**src/cclk_pkg.sv**
```systemverilog
// ----------------------------------------------------------------------------
// cclk_pkg: shared types, limits and helpers for the calendar clock core
// payload structs of the transfer channels and small bcd conversion helpers
// ----------------------------------------------------------------------------
package cclk_pkg;

    // load range limits, compared against the raw bcd bytes
    localparam logic [7:0] SEC_MAX_BCD  = 8'h59;
    localparam logic [7:0] MIN_MAX_BCD  = 8'h59;
    localparam logic [7:0] HOUR_MAX_BCD = 8'h23;
    localparam logic [7:0] WDAY_MAX_RAW = 8'd7;
    localparam logic [7:0] DAY_MAX_BCD  = 8'h31;
    localparam logic [7:0] MON_MAX_BCD  = 8'h12;

    // counter limits in binary
    localparam logic [5:0]  SEC_LAST   = 6'd59;
    localparam logic [5:0]  MIN_LAST   = 6'd59;
    localparam logic [4:0]  HOUR_LAST  = 5'd23;
    localparam logic [2:0]  WDAY_LAST  = 3'd7;
    localparam logic [2:0]  WDAY_FIRST = 3'd1;
    localparam logic [5:0]  DAY_LONG   = 6'd31;
    localparam logic [5:0]  DAY_SHORT  = 6'd30;
    localparam logic [5:0]  DAY_FIRST  = 6'd1;
    localparam logic [3:0]  MON_LAST   = 4'd12;
    localparam logic [3:0]  MON_FIRST  = 4'd1;
    localparam logic [11:0] YEAR_BASE  = 12'd2000;
    localparam logic [11:0] YEAR_MAX   = 12'hfff;
    localparam logic [6:0]  YMOD_LAST  = 7'd99;
    localparam logic [7:0]  CENTURY    = 8'd100;

    // tens-digit masks of the rtc register image
    localparam logic [7:0] LO_NIBBLE = 8'h0f;
    localparam logic [7:0] MASK_SEC  = 8'hf0;
    localparam logic [7:0] MASK_MIN  = 8'hf0;
    localparam logic [7:0] MASK_HOUR = 8'h30;
    localparam logic [7:0] MASK_DAY  = 8'h30;
    localparam logic [7:0] MASK_MON  = 8'h10;
    localparam logic [7:0] MASK_YEAR = 8'hff;

    // mode codes
    localparam logic MODE_TICK = 1'b0;
    localparam logic MODE_LOAD = 1'b1;

    typedef struct packed {
        logic       mode;
        logic [7:0] bcd_seconds;
        logic [7:0] bcd_minutes;
        logic [7:0] bcd_hours;
        logic [7:0] raw_weekday;
        logic [7:0] bcd_day;
        logic [7:0] bcd_month;
        logic [7:0] bcd_year;
    } t_in_item;

    typedef struct packed {
        logic [5:0]  sec_now;
        logic [5:0]  min_now;
        logic [4:0]  hour_now;
        logic [2:0]  weekday_now;
        logic [5:0]  day_now;
        logic [3:0]  month_now;
        logic [11:0] year_now;
        logic [55:0] bcd_image;
        logic        load_failed;
        logic [15:0] error_total;
    } t_out_item;

    // 10*hi + lo, nibbles taken as they are (max 165)
    function automatic logic [7:0] bcd_to_bin(input logic [7:0] b);
        logic [7:0] hi;
        logic [7:0] lo;
        hi = {4'd0, b[7:4]};
        lo = {4'd0, b[3:0]};
        return (hi << 3) + (hi << 1) + lo;
    endfunction

    // two bcd digits of a value below 100, tens by reciprocal multiply
    function automatic logic [7:0] bin_to_bcd(input logic [6:0] v);
        logic [14:0] prod;
        logic [3:0]  tens;
        logic [6:0]  tens_x10;
        logic [6:0]  ones;
        prod     = {8'd0, v} * 15'd205;
        tens     = prod[14:11];
        tens_x10 = ({3'd0, tens} << 3) + ({3'd0, tens} << 1);
        ones     = v - tens_x10;
        return {tens, ones[3:0]};
    endfunction

    function automatic logic is_long_month(input logic [3:0] m);
        return (m == 4'd1) || (m == 4'd3) || (m == 4'd5) || (m == 4'd7) ||
               (m == 4'd8) || (m == 4'd10) || (m == 4'd12);
    endfunction

endpackage

```
**src/cclk_if.sv**
```systemverilog
// ----------------------------------------------------------------------------
// cclk channel interfaces
// valid/ready channels that carry one input item or one result item
// ----------------------------------------------------------------------------
interface cclk_in_if import cclk_pkg::*; ();
    logic     valid;
    logic     ready;
    t_in_item data;

    modport source (output valid, output data, input ready);
    modport sink   (input valid, input data, output ready);
endinterface

interface cclk_out_if import cclk_pkg::*; ();
    logic      valid;
    logic      ready;
    t_out_item data;

    modport source (output valid, output data, input ready);
    modport sink   (input valid, input data, output ready);
endinterface

```
**src/calendar_clock_with_bcd_load_core.sv**
```systemverilog
// ----------------------------------------------------------------------------
// calendar_clock_with_bcd_load_core: binary calendar clock with rtc bcd load
// one result per input item: the time after the item and its rtc byte image
// ----------------------------------------------------------------------------
// The core keeps seconds, minutes, hours, weekday, day, month and year. A tick
// item (mode 0) adds one second with carries up to the year; months 1, 3, 5,
// 7, 8, 10 and 12 last 31 days, every other month 30. A load item (mode 1)
// checks the raw rtc bytes in the order seconds, minutes, hours, weekday, day,
// month; fields before the first failing check are taken, the rest keep their
// value, and a failure bumps a 16-bit error counter. The year is taken only
// when every check passes. Each transfer in produces one transfer out, carrying
// the binary time, a seven-byte bcd register image and the error status. One
// item is accepted every cycle: the next state and the image come from one pass
// of logic into the result register, and the input stays ready while that
// register is empty or being drained in the same cycle.
// ----------------------------------------------------------------------------
module calendar_clock_with_bcd_load_core import cclk_pkg::*; (
    input  logic          i_clk,
    input  logic          i_rst_n,
    cclk_in_if.sink       i_in,
    cclk_out_if.source    o_out
);

    // calendar state
    logic [5:0]  r_sec,  n_sec;
    logic [5:0]  r_min,  n_min;
    logic [4:0]  r_hour, n_hour;
    logic [2:0]  r_wday, n_wday;
    logic [5:0]  r_day,  n_day;
    logic [3:0]  r_mon,  n_mon;
    logic [11:0] r_year, n_year;
    // year modulo 100, tracked next to the year so the image needs no divider
    logic [6:0]  r_ymod, n_ymod;
    logic [15:0] r_err,  n_err;
    logic        n_fail;

    // result register
    t_out_item   r_out, n_out;
    logic        r_out_valid;

    logic        in_xfer;

    // load checks, chained so a field is only taken if all earlier ones pass
    logic        take_sec, take_min, take_hour, take_wday, take_day, take_all;
    logic [7:0]  ld_sec, ld_min, ld_hour, ld_day, ld_mon, ld_year;
    logic [5:0]  last_day;

    // result register is free or being emptied this cycle
    assign i_in.ready = !r_out_valid || o_out.ready;
    assign in_xfer    = i_in.valid && i_in.ready;

    assign o_out.valid = r_out_valid;
    assign o_out.data  = r_out;

    assign take_sec  = (i_in.data.bcd_seconds <= SEC_MAX_BCD);
    assign take_min  = take_sec  && (i_in.data.bcd_minutes <= MIN_MAX_BCD);
    assign take_hour = take_min  && (i_in.data.bcd_hours   <= HOUR_MAX_BCD);
    assign take_wday = take_hour && (i_in.data.raw_weekday <= WDAY_MAX_RAW);
    assign take_day  = take_wday && (i_in.data.bcd_day     <= DAY_MAX_BCD);
    assign take_all  = take_day  && (i_in.data.bcd_month   <= MON_MAX_BCD);

    assign ld_sec  = bcd_to_bin(i_in.data.bcd_seconds);
    assign ld_min  = bcd_to_bin(i_in.data.bcd_minutes);
    assign ld_hour = bcd_to_bin(i_in.data.bcd_hours);
    assign ld_day  = bcd_to_bin(i_in.data.bcd_day);
    assign ld_mon  = bcd_to_bin(i_in.data.bcd_month);
    assign ld_year = bcd_to_bin(i_in.data.bcd_year);

    // month 0 and the out-of-range months count as short months
    assign last_day = is_long_month(r_mon) ? DAY_LONG : DAY_SHORT;

    // next calendar state for the item at the input
    always_comb begin
        n_sec  = r_sec;
        n_min  = r_min;
        n_hour = r_hour;
        n_wday = r_wday;
        n_day  = r_day;
        n_mon  = r_mon;
        n_year = r_year;
        n_ymod = r_ymod;
        n_err  = r_err;
        n_fail = 1'b0;
        if (i_in.data.mode == MODE_LOAD) begin
            if (take_sec)  n_sec  = ld_sec[5:0];
            if (take_min)  n_min  = ld_min[5:0];
            if (take_hour) n_hour = ld_hour[4:0];
            if (take_wday) n_wday = i_in.data.raw_weekday[2:0];
            if (take_day)  n_day  = ld_day[5:0];
            if (take_all) begin
                n_mon  = ld_mon[3:0];
                // base year is a multiple of 100, the loaded offset is below 200
                n_year = YEAR_BASE + {4'd0, ld_year};
                n_ymod = (ld_year >= CENTURY) ? 7'(ld_year - CENTURY) : ld_year[6:0];
            end else begin
                n_fail = 1'b1;
                n_err  = r_err + 16'd1;
            end
        end else begin
            // one-second tick, each counter wraps at or above its limit
            if (r_sec < SEC_LAST) begin
                n_sec = r_sec + 6'd1;
            end else begin
                n_sec = '0;
                if (r_min < MIN_LAST) begin
                    n_min = r_min + 6'd1;
                end else begin
                    n_min = '0;
                    if (r_hour < HOUR_LAST) begin
                        n_hour = r_hour + 5'd1;
                    end else begin
                        n_hour = '0;
                        n_wday = (r_wday < WDAY_LAST) ? r_wday + 3'd1 : WDAY_FIRST;
                        if (r_day < last_day) begin
                            n_day = r_day + 6'd1;
                        end else begin
                            n_day = DAY_FIRST;
                            if (r_mon < MON_LAST) begin
                                n_mon = r_mon + 4'd1;
                            end else begin
                                n_mon  = MON_FIRST;
                                n_year = r_year + 12'd1;
                                // the 12-bit year wraps from 4095 (95) to 0
                                if (r_year == YEAR_MAX || r_ymod == YMOD_LAST) begin
                                    n_ymod = '0;
                                end else begin
                                    n_ymod = r_ymod + 7'd1;
                                end
                            end
                        end
                    end
                end
            end
        end
    end

    // result built from the state after the item
    always_comb begin
        n_out             = r_out;
        n_out.sec_now     = n_sec;
        n_out.min_now     = n_min;
        n_out.hour_now    = n_hour;
        n_out.weekday_now = n_wday;
        n_out.day_now     = n_day;
        n_out.month_now   = n_mon;
        n_out.year_now    = n_year;
        n_out.load_failed = n_fail;
        n_out.error_total = n_err;
        n_out.bcd_image   = {
            bin_to_bcd(n_ymod)               & (MASK_YEAR | LO_NIBBLE),
            bin_to_bcd({3'd0, n_mon})        & (MASK_MON  | LO_NIBBLE),
            bin_to_bcd({1'd0, n_day})        & (MASK_DAY  | LO_NIBBLE),
            {5'd0, n_wday},
            bin_to_bcd({2'd0, n_hour})       & (MASK_HOUR | LO_NIBBLE),
            bin_to_bcd({1'd0, n_min})        & (MASK_MIN  | LO_NIBBLE),
            bin_to_bcd({1'd0, n_sec})        & (MASK_SEC  | LO_NIBBLE)
        };
    end

    // state and result valid
    always_ff @(posedge i_clk) begin
        if (!i_rst_n) begin
            r_sec       <= '0;
            r_min       <= '0;
            r_hour      <= '0;
            r_wday      <= WDAY_FIRST;
            r_day       <= DAY_FIRST;
            r_mon       <= MON_FIRST;
            r_year      <= YEAR_BASE;
            r_ymod      <= '0;
            r_err       <= '0;
            r_out_valid <= 1'b0;
        end else begin
            if (in_xfer) begin
                r_sec  <= n_sec;
                r_min  <= n_min;
                r_hour <= n_hour;
                r_wday <= n_wday;
                r_day  <= n_day;
                r_mon  <= n_mon;
                r_year <= n_year;
                r_ymod <= n_ymod;
                r_err  <= n_err;
            end
            if (in_xfer) begin
                r_out_valid <= 1'b1;
            end else if (o_out.ready) begin
                r_out_valid <= 1'b0;
            end
        end
    end

    // result payload, no reset needed
    always_ff @(posedge i_clk) begin
        if (in_xfer) begin
            r_out <= n_out;
        end
    end

    // every accepted item shows up as a result in the next cycle
    a_result_follows: assert property (@(posedge i_clk) disable iff (!i_rst_n)
        in_xfer |=> r_out_valid)
        else $error("accepted item produced no result");

    // error count only moves on a failed load
    a_err_only_on_fail: assert property (@(posedge i_clk) disable iff (!i_rst_n)
        !(in_xfer && i_in.data.mode == MODE_LOAD && !take_all) |=> $stable(r_err))
        else $error("error counter changed without a failed load");

    // a failed load reports the bumped counter
    a_fail_reports_count: assert property (@(posedge i_clk) disable iff (!i_rst_n)
        (in_xfer && i_in.data.mode == MODE_LOAD && !take_all) |=>
            (r_out.load_failed && r_out.error_total == r_err))
        else $error("failed load result inconsistent with counter");

    // year modulo tracker stays in range
    a_ymod_range: assert property (@(posedge i_clk) disable iff (!i_rst_n)
        r_ymod <= YMOD_LAST)
        else $error("year modulo tracker out of range");

    // a tick never fails
    a_tick_no_fail: assert property (@(posedge i_clk) disable iff (!i_rst_n)
        (in_xfer && i_in.data.mode == MODE_TICK) |=> !r_out.load_failed)
        else $error("tick flagged as failed load");

endmodule
```
**src/flat_wrapper.sv**
```systemverilog
// flat-port wrapper written by rule: the top's interface ports become plain ports
module calendar_clock_with_bcd_load_core_flat import cclk_pkg::*;
  (i_clk, i_rst_n, i_in_valid, i_in_data, i_in_ready, o_out_valid, o_out_data, o_out_ready);
  cclk_in_if i_in_i ();
  cclk_out_if o_out_i ();
  input  logic i_clk;
  input  logic i_rst_n;
  input wire logic [$bits(i_in_i.valid)-1:0] i_in_valid;
  input wire logic [$bits(i_in_i.data)-1:0] i_in_data;
  output wire logic [$bits(i_in_i.ready)-1:0] i_in_ready;
  output wire logic [$bits(o_out_i.valid)-1:0] o_out_valid;
  output wire logic [$bits(o_out_i.data)-1:0] o_out_data;
  input wire logic [$bits(o_out_i.ready)-1:0] o_out_ready;
  assign i_in_i.valid = i_in_valid;
  assign i_in_i.data = i_in_data;
  assign i_in_ready = i_in_i.ready;
  assign o_out_valid = o_out_i.valid;
  assign o_out_data = o_out_i.data;
  assign o_out_i.ready = o_out_ready;
  calendar_clock_with_bcd_load_core u_core (.i_clk(i_clk), .i_rst_n(i_rst_n), .i_in(i_in_i), .o_out(o_out_i));
endmodule
```
**config.mk**
```make
export PLATFORM = sky130hd
export DESIGN_NAME = calendar_clock_with_bcd_load_core_flat
export DESIGN_NICKNAME = d
export VERILOG_FILES = /design/src/cclk_pkg.sv /design/src/cclk_if.sv /design/src/calendar_clock_with_bcd_load_core.sv /design/src/flat_wrapper.sv
export SDC_FILE = /design/constraint.sdc
export NUM_CORES = 1
export LEC_CHECK = 0
export ABC_CLOCK_PERIOD_IN_PS = 8100
export BUFFER_PORTS_ARGS = -buffer_cell sky130_fd_sc_hd__buf_2
export CAP_MARGIN = 20
export CORE_UTILIZATION = 59
export DETAILED_ROUTE_END_ITERATION = 12
export HOLD_SLACK_MARGIN = 0.03
export PLACE_DENSITY = 0.8
export SLEW_MARGIN = 20
export SYNTH_ARGS = -nofsm -noshare
export SYNTH_HDL_FRONTEND = slang
export SYNTH_SLANG_ARGS = --single-unit
export TNS_END_PERCENT = 10
```
**constraint.sdc**
```tcl
create_clock -name i_clk -period 8.1 [get_ports i_clk]
set_input_delay 0.81 -clock i_clk [delete_from_list [all_inputs] [get_ports i_clk]]
set_output_delay 0.81 -clock i_clk [all_outputs]
set_load 0.005 [all_outputs]
```
==> results of run 1 <==
## logic make-up after synthesis
logic type                 after synthesis  share of synthesized area, %
xor gates and xnor gates                83                          5.74
DFF                                    162                          32.3
AOI/OAI and AO/OA                      266                          14.5
other                                    1                        0.0288
adders and majority gates              236                          24.9
muxes                                   13                          1.08
buffers and inverters                  198                          6.44
and+or+nand+nor                        386                          15.1
## path summary, 6_finish.rpt
kind | from | endpoint | slack (ps) | cells past startpoint
min reg2reg | u_core.r_min[1] | u_core.r_min[1] | 500 | 2
max reg2reg | u_core.r_mon[1] | u_core.o_out.data[68] | 710 | 27
min | u_core.r_min[1] | u_core.r_min[1] | 500 | 2
max | i_in_data[4] | u_core.o_out.data[68] | 570 | 30
## power breakdown
group	switching (W)	internal [W]	leakage [nW]
registers	0.0000349	0.000948	1.48
logic	0.000384	0.000283	5.08
clock network	0.000419	0.000424	0.302
total	0.000838	0.00166	6.86
## critical path: cells and delay by family
kind | cells | cell delay (ps)
simple gates | 3 | 600
fa+ha+maj | 9 | 3490
buf+inv | 5 | 330
xor+xnor | 2 | 440
mux | 2 | 520
compound gates | 9 | 1520
## flip-flops by register name, indices dropped and copies added (netlist names)
name / flops
u_core.r_mon: 4
u_core.r_err: 16
u_core.r_ymod: 7
u_core.r_wday: 3
u_core.r_day: 6
u_core.o_out.data: 96
u_core.r_year: 12
u_core.r_sec: 6
u_core.r_min: 6
u_core.o_out.valid: 1
u_core.r_hour: 5
## what timing repair did
item / CTS / global route
endpoints found under the setup margin: 0 / 1
hold buffers: 0 / 0
resized for setup: 0 / 1
## routing by layer
metal	vias to the layer above	part of all wire, %	track usage (%)	wire length [um]
li1	5131	-	-	-
met1	5115	41	35.2	13000
met2	398	49	49.8	15600
met3	77	6.0	4.55	1910
met4	0	3.4	12.4	1090
met5	-	0	0	0
## cell type report
cell class | instances | area share (%)
diodes | 2 | 0.0340
multi-input cells | 998 | 54.6
well taps | 275 | 2.34
clock buffers | 17 | 2.89
repair buffers | 186 | 6.74
flip-flops and latches | 162 | 28.5
clock inverters | 15 | 1.37
inverters | 135 | 3.49
## Yosys cell counts (all sizes together), types with 24 or more instances
| cell type | instances | area (um^2) |
|---|---|---|
| edfxtp | 96 | 2880 |
| xnor2 | 54 | 473 |
| nand3 | 34 | 183 |
| a21oi | 71 | 370 |
| buf | 30 | 204 |
| dfxtp | 66 | 1320 |
| nor2 | 105 | 394 |
| o21ai | 58 | 305 |
| nand2 | 85 | 324 |
| fa | 38 | 761 |
| clkbuf | 33 | 125 |
| ha | 198 | 2480 |
| nor3 | 33 | 170 |
| inv | 134 | 505 |
| xor2 | 28 | 253 |
| nand4 | 24 | 150 |
## per-stage QoR
| step | setup slack [ps] | util [%] | instance area, um^2 | power [W] |
|---|---|---|---|---|
| after floorplan | 601 | - | 13100 | 0.00145 |
| after global placement | 306 | 66.0 | 14100 | 0.00162 |
| after detailed placement | 81.1 | 66.0 | 14100 | 0.00166 |
| after CTS | 490 | 68.9 | 14700 | 0.00251 |
| after global routing | 149 | 68.9 | 14700 | 0.00263 |
| final | 572 | 69.0 | 14700 | 0.00249 |
==> impl_metrics.csv, run 1 <==
group,metric,value,unit
sta,period_minus_slack,7530,ps
pwr,cellPowerDensity,169,nW/um^2
worst_setup_path,critPathMaxFanout,8,
sta,hold_viol,0,
route,dr.pass1.iters,6,
finish,fin_cells,1790,
synthesis,yosysSeqAreaShare,32.3,%
cts,cts_num_sinks,162,
route,drt_iter0_drc,764,
sta,finalClockSkew,14.3,ps
floorplanning,die_area,22700,um^2
finish,drive_gt1_share,17.4,%
place,numPortBuffers,163,
finish,final_nets,1797,
worst_setup_path,crit_path_end_kind,"flop",
global_route,gr-usage-all-layers,28.7,%
sta,slew_headroom,43.9,%
finish,area_growth,13.1,%
synthesis,synth-main-ff-cell,"edfxtp_1",
floorplanning,io-pin-count,178,
worst_setup_path,crit_required,8280,ps
finish,mostFrequentLayoutCell,"ha_1",
route,vias,10721,
pwr,ir_worst_vdd,0.000125,V
place,place_inst,1756,
place,gp_congestion,0.910,
worst_setup_path,start_kind,"input port",
sta,tns,0,ps
worst_setup_path,cpMaxStageDelayCell,"fa_1",
route,drc_errors,0,
cts,root_buffer,"clkbuf_16",
sta,slew_violations,0,
cts,postCtsSetupRepairBufs,0,
global_route,grt_remaining_overflow,0,
route,via_per_inst,5.99,
cts,cts_buffers,17,
synthesis,synth_area,13000,um^2
synthesis,ys_types,101,
worst_setup_path,path_class,"in2reg",
status,status,"completed",
floorplanning,fp-row-count,53,
global_route,grt_max_degree,94,
synthesis,yosys_warnings,0,
worst_setup_path,cpMostUsedCell,"ha_1",
finish,num-fill-cells,1631,
sta,hold_ws,502,ps
worst_setup_path,max_stage_delay,600,ps
cts,cts_tree,"built",
cts,clock_path_buffers,2,
floorplanning,die_y,151,um
synthesis,synthCells,1345,
synthesis,avgSynthCellArea,9.68,um^2
cts,path_clk_slew,70,ps
route,routed_wl,31600,um
finish,area.sequential,4200,um^2
finish,multiInputGateArea,8040,um^2
floorplanning,start_util,61.0,%
synthesis,synth_edf_count,96,
global_route,grt_pass1_wl,50900,um
place,dp_hpwl,23900,um
worst_setup_path,critPathArrivalTime,7710,ps
sta,max_freq,133,MHz
synthesis,synthArstFlopShare,0,%
sta,worstMarginPinSlew,832,ps
floorplanning,coreArea,21400,um^2
cts,clk_latency,450,ps
floorplanning,die_w,151,um
sta,finalCritPeriodShare,92.9,%
sta,rsz0062_at_grt,"false",
global_route,grt_pass1_vias,10419,
cts,htreeDepth,4,
hold_path,hp-class,"reg2reg",
pwr,power.static_leakage,6.86,nW
job,max-cap-violations,0,
synthesis,ys_ff_latch,162,
global_route,antenna_found_initial,0,
route,antenna_left,0,
sta,finalSetupViolations,0,
route,wl_per_cell,17.7,um
finish,layout_common_cells,"ha_1 (198), buf_2 (163), inv_1 (130), nor2_1 (105), edfxtp_1 (96)",
(Power assumes the default switching activity.)
==> run 2: changes to the inputs <==
--- a/config.mk
+++ b/config.mk
@@ -5,13 +5,13 @@
 export SDC_FILE = /design/constraint.sdc
 export NUM_CORES = 1
 export LEC_CHECK = 0
-export ABC_CLOCK_PERIOD_IN_PS = 8100
+export ABC_CLOCK_PERIOD_IN_PS = 8700
 export BUFFER_PORTS_ARGS = -buffer_cell sky130_fd_sc_hd__buf_2
 export CAP_MARGIN = 20
-export CORE_UTILIZATION = 59
+export CORE_UTILIZATION = 64
 export DETAILED_ROUTE_END_ITERATION = 12
 export HOLD_SLACK_MARGIN = 0.03
-export PLACE_DENSITY = 0.8
+export PLACE_DENSITY = 0.85
 export SLEW_MARGIN = 20
 export SYNTH_ARGS = -nofsm -noshare
 export SYNTH_HDL_FRONTEND = slang
==> constraint.sdc (replaced) <==
create_clock -name i_clk -period 8.7 [get_ports i_clk]
set_input_delay 0.87 -clock i_clk [delete_from_list [all_inputs] [get_ports i_clk]]
set_output_delay 0.87 -clock i_clk [all_outputs]
set_load 0.005 [all_outputs]
==> impl_metrics.csv, run 2 (synthesis gave the netlist of run 1 again) <==
group,metric,value,unit
floorplanning,coreArea,19700,um^2
sta,tns,0,ps
finish,area_growth,11.7,%
route,dr.pass1.iters,5,
finish,top_regs,"u_core.o_out.data (96), u_core.r_err (16), u_core.r_year (12)",
worst_setup_path,cpMaxStageDelayCell,"xnor2_1",
floorplanning,die_w,145,um
hold_path,hp-class,"reg2reg",
route,wl_per_cell,17.1,um
cts,postCtsSetupRepairBufs,0,
worst_setup_path,start_kind,"input port",
worst_setup_path,max_stage_delay,540,ps
cts,cts_resized,0,
floorplanning,die_y,145,um
route,drt_iter0_drc,716,
finish,mostFrequentLayoutCell,"ha_1",
place,numPortBuffers,163,
cts,root_buffer,"clkbuf_16",
global_route,grt_pass1_wl,49000,um
route,vias,10697,
worst_setup_path,critPathArrivalTime,8070,ps
sta,rsz0062_at_grt,"false",
pwr,ir_worst_vdd,0.000116,V
finish,diodes,0,
finish,largest_reg_flops,96,
floorplanning,die_area,20900,um^2
sta,max_freq,127,MHz
worst_setup_path,r2r.worst_path.cells,27,
finish,top_register,"u_core.o_out.data",
hold_path,hold_depth,2,
job,max-cap-violations,0,
sta,period_minus_slack,7890,ps
route,drc_errors,0,
sta,hold_ws,520,ps
cts,cts_buffers,17,
global_route,grt_remaining_overflow,0,
finish,drive_gt1_share,16.7,%
cts,cts_tree,"built",
route,routed_wl,30300,um
worst_setup_path,path_class,"in2reg",
global_route,gr-usage-all-layers,30.0,%
place,dp_hpwl,22800,um
cts,htreeDepth,4,
floorplanning,io-pin-count,178,
pwr,power.static_leakage,6.78,nW
finish,layout_common_cells,"ha_1 (198), buf_2 (163), inv_1 (130), nor2_1 (105), edfxtp_1 (96)",
route,antenna_left,0,
sta,finalCritPeriodShare,90.7,%
global_route,grt_max_degree,103,
finish,final_nets,1787,
route,via_per_inst,6.05,
worst_setup_path,critPathMaxFanout,8,
sta,finalSetupViolations,0,
cts,holdBufCountCts,0,
place,gp_congestion,0.909,
global_route,antenna_found_initial,0,
floorplanning,fp-row-count,51,
worst_setup_path,cpMostUsedCell,"ha_1",
sta,hold_viol,0,
cts,clk_latency,440,ps
sta,slew_violations,0,
worst_setup_path,crit_path_end_kind,"flop",
sta,slew_headroom,33.3,%
status,status,"completed",
cts,clock_path_buffers,2,
cts,path_clk_slew,70,ps
sta,worstMarginPinSlew,1000,ps
pwr,cellPowerDensity,154,nW/um^2
global_route,grt_pass1_vias,10324,
floorplanning,start_util,66.1,%
cts,cts_num_sinks,162,
sta,finalClockSkew,14.7,ps
worst_setup_path,crit_required,8880,ps
==> run 2: changes by cell type in the layout (fill, tap and decap cells not counted), moves of 2 or more <==
cell | previous run | this run
diode_2 | 2 | 0
clkinv_8 | 7 | 0
clkinvlp_4 | 0 | 2
inv_6 | 2 | 6
buf_4 | 22 | 13
clkinv_2 | 0 | 3
==> run 2: critical path, delay by kind of cell <==
kind / cells / cell delay (ps)
multiplexers: 2 / 520
XOR/XNOR: 3 / 980
adder cells (fa/ha/maj): 9 / 3370
buffers and inverters: 5 / 320
AND/OR/NAND/NOR: 3 / 670
AO/OA/AOI/OAI: 8 / 1330
==> run 2: final timing paths <==
check | slack, ps | from | endpoint
hold reg to reg | 520 | u_core.r_ymod[0] | u_core.r_ymod[0]
setup / recovery | 810 | i_in_data[4] | u_core.o_out.data[68]
hold / removal | 520 | u_core.r_ymod[0] | u_core.r_ymod[0]
setup reg to reg | 1090 | u_core.r_mon[1] | u_core.o_out.data[68]
==> run 2: stage by stage <==
step                setup slack, ps  instance area [um^2]  util, %  total power (W)  instances
floorplan                      1140                 13100        -          0.00135       1358
global placement                687                 14000     71.0          0.00150       1736
detailed placement              465                 14000     71.0          0.00153       1736
CTS                             862                 14500     73.8          0.00224       1768
global route                    387                 14500     73.8          0.00236       1768
finish                          813                 14500     73.8          0.00224       1768
==> run 2: layer usage <==
metal	vias up	track usage, %	part of all wire (%)
li1	5100	-	-
met1	5075	35.9	41
met2	447	52.8	50
met3	75	5.40	6.8
met4	0	12.5	2.8
met5	-	0	0
==> run 2: layout make-up <==
class | instances | area, um^2
clock buffer | 18 | 429
multi-input combinational | 998 | 8040
timing repair buffer | 176 | 913
clock inverter | 14 | 120
sequential | 162 | 4200
fill | 1406 | 5170
tap | 265 | 332
inverter | 135 | 515
==> run 2: where the power goes <==
part | total [W] | switching [W] | internal (W)
logic | 0.000604 | 0.000347 | 0.000257
clock network | 0.000717 | 0.000342 | 0.000375
registers | 0.000916 | 0.0000330 | 0.000883
==> run 3: changes to the inputs <==
--- a/config.mk
+++ b/config.mk
@@ -8,9 +8,12 @@
 export ABC_CLOCK_PERIOD_IN_PS = 8700
 export BUFFER_PORTS_ARGS = -buffer_cell sky130_fd_sc_hd__buf_2
 export CAP_MARGIN = 20
+export CORE_MARGIN = 2
 export CORE_UTILIZATION = 64
 export DETAILED_ROUTE_END_ITERATION = 12
+export GPL_ROUTABILITY_DRIVEN = 0
 export HOLD_SLACK_MARGIN = 0.03
+export MAX_ROUTING_LAYER = met4
 export PLACE_DENSITY = 0.85
 export SLEW_MARGIN = 20
 export SYNTH_ARGS = -nofsm -noshare
==> impl_metrics.csv, run 3 (synthesis gave the netlist of run 1 again) <==
group,metric,value,unit
status,status,"finished with violations",
status,violations,"design-rule violations",
sta,layout_setup_ws,838,ps
worst_setup_path,cp_top_family,"adder cells",
floorplanning,fp-row-count,52,
global_route,use_met3,4.09,%
cts,clock_path_buffers,2,
route,antenna_left,0,
global_route,grt_remaining_overflow,0,
job,max-cap-violations,0,
sta,max_freq,127,MHz
floorplanning,die_w,147,um
cts,clk_latency,440,ps
finish,top_regs,"u_core.o_out.data (96), u_core.r_err (16), u_core.r_year (12)",
finish,largest_reg_flops,96,
route,vias,10617,
cts,cts_buffers,17,
finish,mostFrequentLayoutCell,"ha_1",
floorplanning,die_y,147,um
floorplanning,coreArea,20100,um^2
place,dp_hpwl,22100,um
cts,cts_num_sinks,162,
route,dr.pass1.iters,9,
sta,finalCritPeriodShare,90.4,%
pwr,ir_worst_vdd,0.000120,V
global_route,grt.met1_usage,35.6,%
route,routed_wl,29900,um
global_route,grt_pass1_vias,10098,
global_route,grt_max_degree,100,
route,drt_iter0_drc,854,
global_route,antenna_found_initial,2,
worst_setup_path,critPathArrivalTime,8050,ps
sta,slew_headroom,34.3,%
worst_setup_path,critPathMaxFanout,8,
place,pre_cts_ws,483,ps
worst_setup_path,cpMostUsedCell,"ha_1",
cts,path_clk_slew,70,ps
global_route,grtUsageMet2,47.6,%
sta,finalClockSkew,14.7,ps
sta,period_minus_slack,7860,ps
route,drc_errors,1,
worst_setup_path,path_class,"in2reg",
finish,area_growth,12.0,%
worst_setup_path,start_kind,"input port",
worst_setup_path,crit_buf_inv,5,
cts,holdBufCountCts,0,
finish,fin_cells,1774,
pwr,p_total,0.00225,W
global_route,gr-usage-all-layers,28.6,%
finish,layout_common_cells,"ha_1 (198), buf_2 (163), inv_1 (130), nor2_1 (105), edfxtp_1 (96)",
hold_path,hp-class,"reg2reg",
place,place_inst,1740,
global_route,top_usage_layer,"met2",
floorplanning,die_area,21500,um^2
cts,htreeDepth,4,
place,numPortBuffers,163,
finish,top_register,"u_core.o_out.data",
sta,hold_viol,0,
sta,tns,0,ps
cts,cts_resized,0,
floorplanning,io-pin-count,178,
finish,drive_gt1_share,16.7,%
route,via_per_inst,5.98,
finish,num-fill-cells,1406,
global_route,grt_pass1_wl,48400,um
worst_setup_path,max_stage_delay,520,ps
floorplanning,start_util,64.8,%
worst_setup_path,cpMaxStageDelayCell,"fa_1",
cts,postCtsSetupRepairBufs,0,
finish,final_nets,1786,
cts,root_buffer,"clkbuf_16",
pwr,power.static_leakage,6.79,nW
worst_setup_path,crit_path_end_kind,"flop",
sta,finalSetupViolations,0,
worst_setup_path,crit_required,8880,ps
sta,slew_violations,0,
pwr,cellPowerDensity,155,nW/um^2
cts,cts_tree,"built",
worst_setup_path,rrSetupSlack,1050,ps
sta,rsz0062_at_grt,"false",
sta,worstMarginPinSlew,984,ps
route,wl_per_cell,16.8,um
run 3: power breakdown:
group	switching [W]	internal, W
combinational	0.000346	0.000257
sequential	0.0000315	0.000883
clock	0.000353	0.000384
run 3: path summary, 6_finish.rpt:
kind                                       from               endpoint  depth (start not counted)
worst max-delay path               i_in_data[3]  u_core.o_out.data[68]                         30
worst min-delay path            u_core.r_err[4]        u_core.r_err[4]                          2
worst max register to register  u_core.r_mon[0]  u_core.o_out.data[68]                         27
worst min register to register  u_core.r_err[4]        u_core.r_err[4]                          2
run 3: layer usage:
layer / up-vias / part of all wire [%]
met3: 68 / 6.6
met1: 4993 / 42
met4: 0 / 2.5
met2: 440 / 49
li1: 5116 / -
met5: - / 0
run 3: per-stage QoR:
stage          hold slack (ps)  utilization [%]  instance area [um^2]
2_1_floorplan              463                -                 13100
3_3_place_gp               490             69.6                 14000
3_5_place_dp               505             69.6                 14000
4_1_cts                    517             72.5                 14600
5_1_grt                    553             72.6                 14600
6_report                   519             72.6                 14600
run 3: worst min-delay path, cell delays in order (launching register included):
cell and delay [ps]:
dfxtp_1 330, o21ai_0 80, a21oi_1 60
run 3: area by class of cell:
cell class | instances | area (um^2) | share of cell area (%)
repair buffers | 175 | 910 | 6.24
multi-input cells | 998 | 8040 | 55.1
flip-flops and latches | 162 | 4200 | 28.8
well taps | 270 | 338 | 2.32
clock buffers | 17 | 425 | 2.92
diodes | 2 | 5.00 | 0.0343
inverters | 135 | 515 | 3.53
clock inverters | 15 | 155 | 1.06
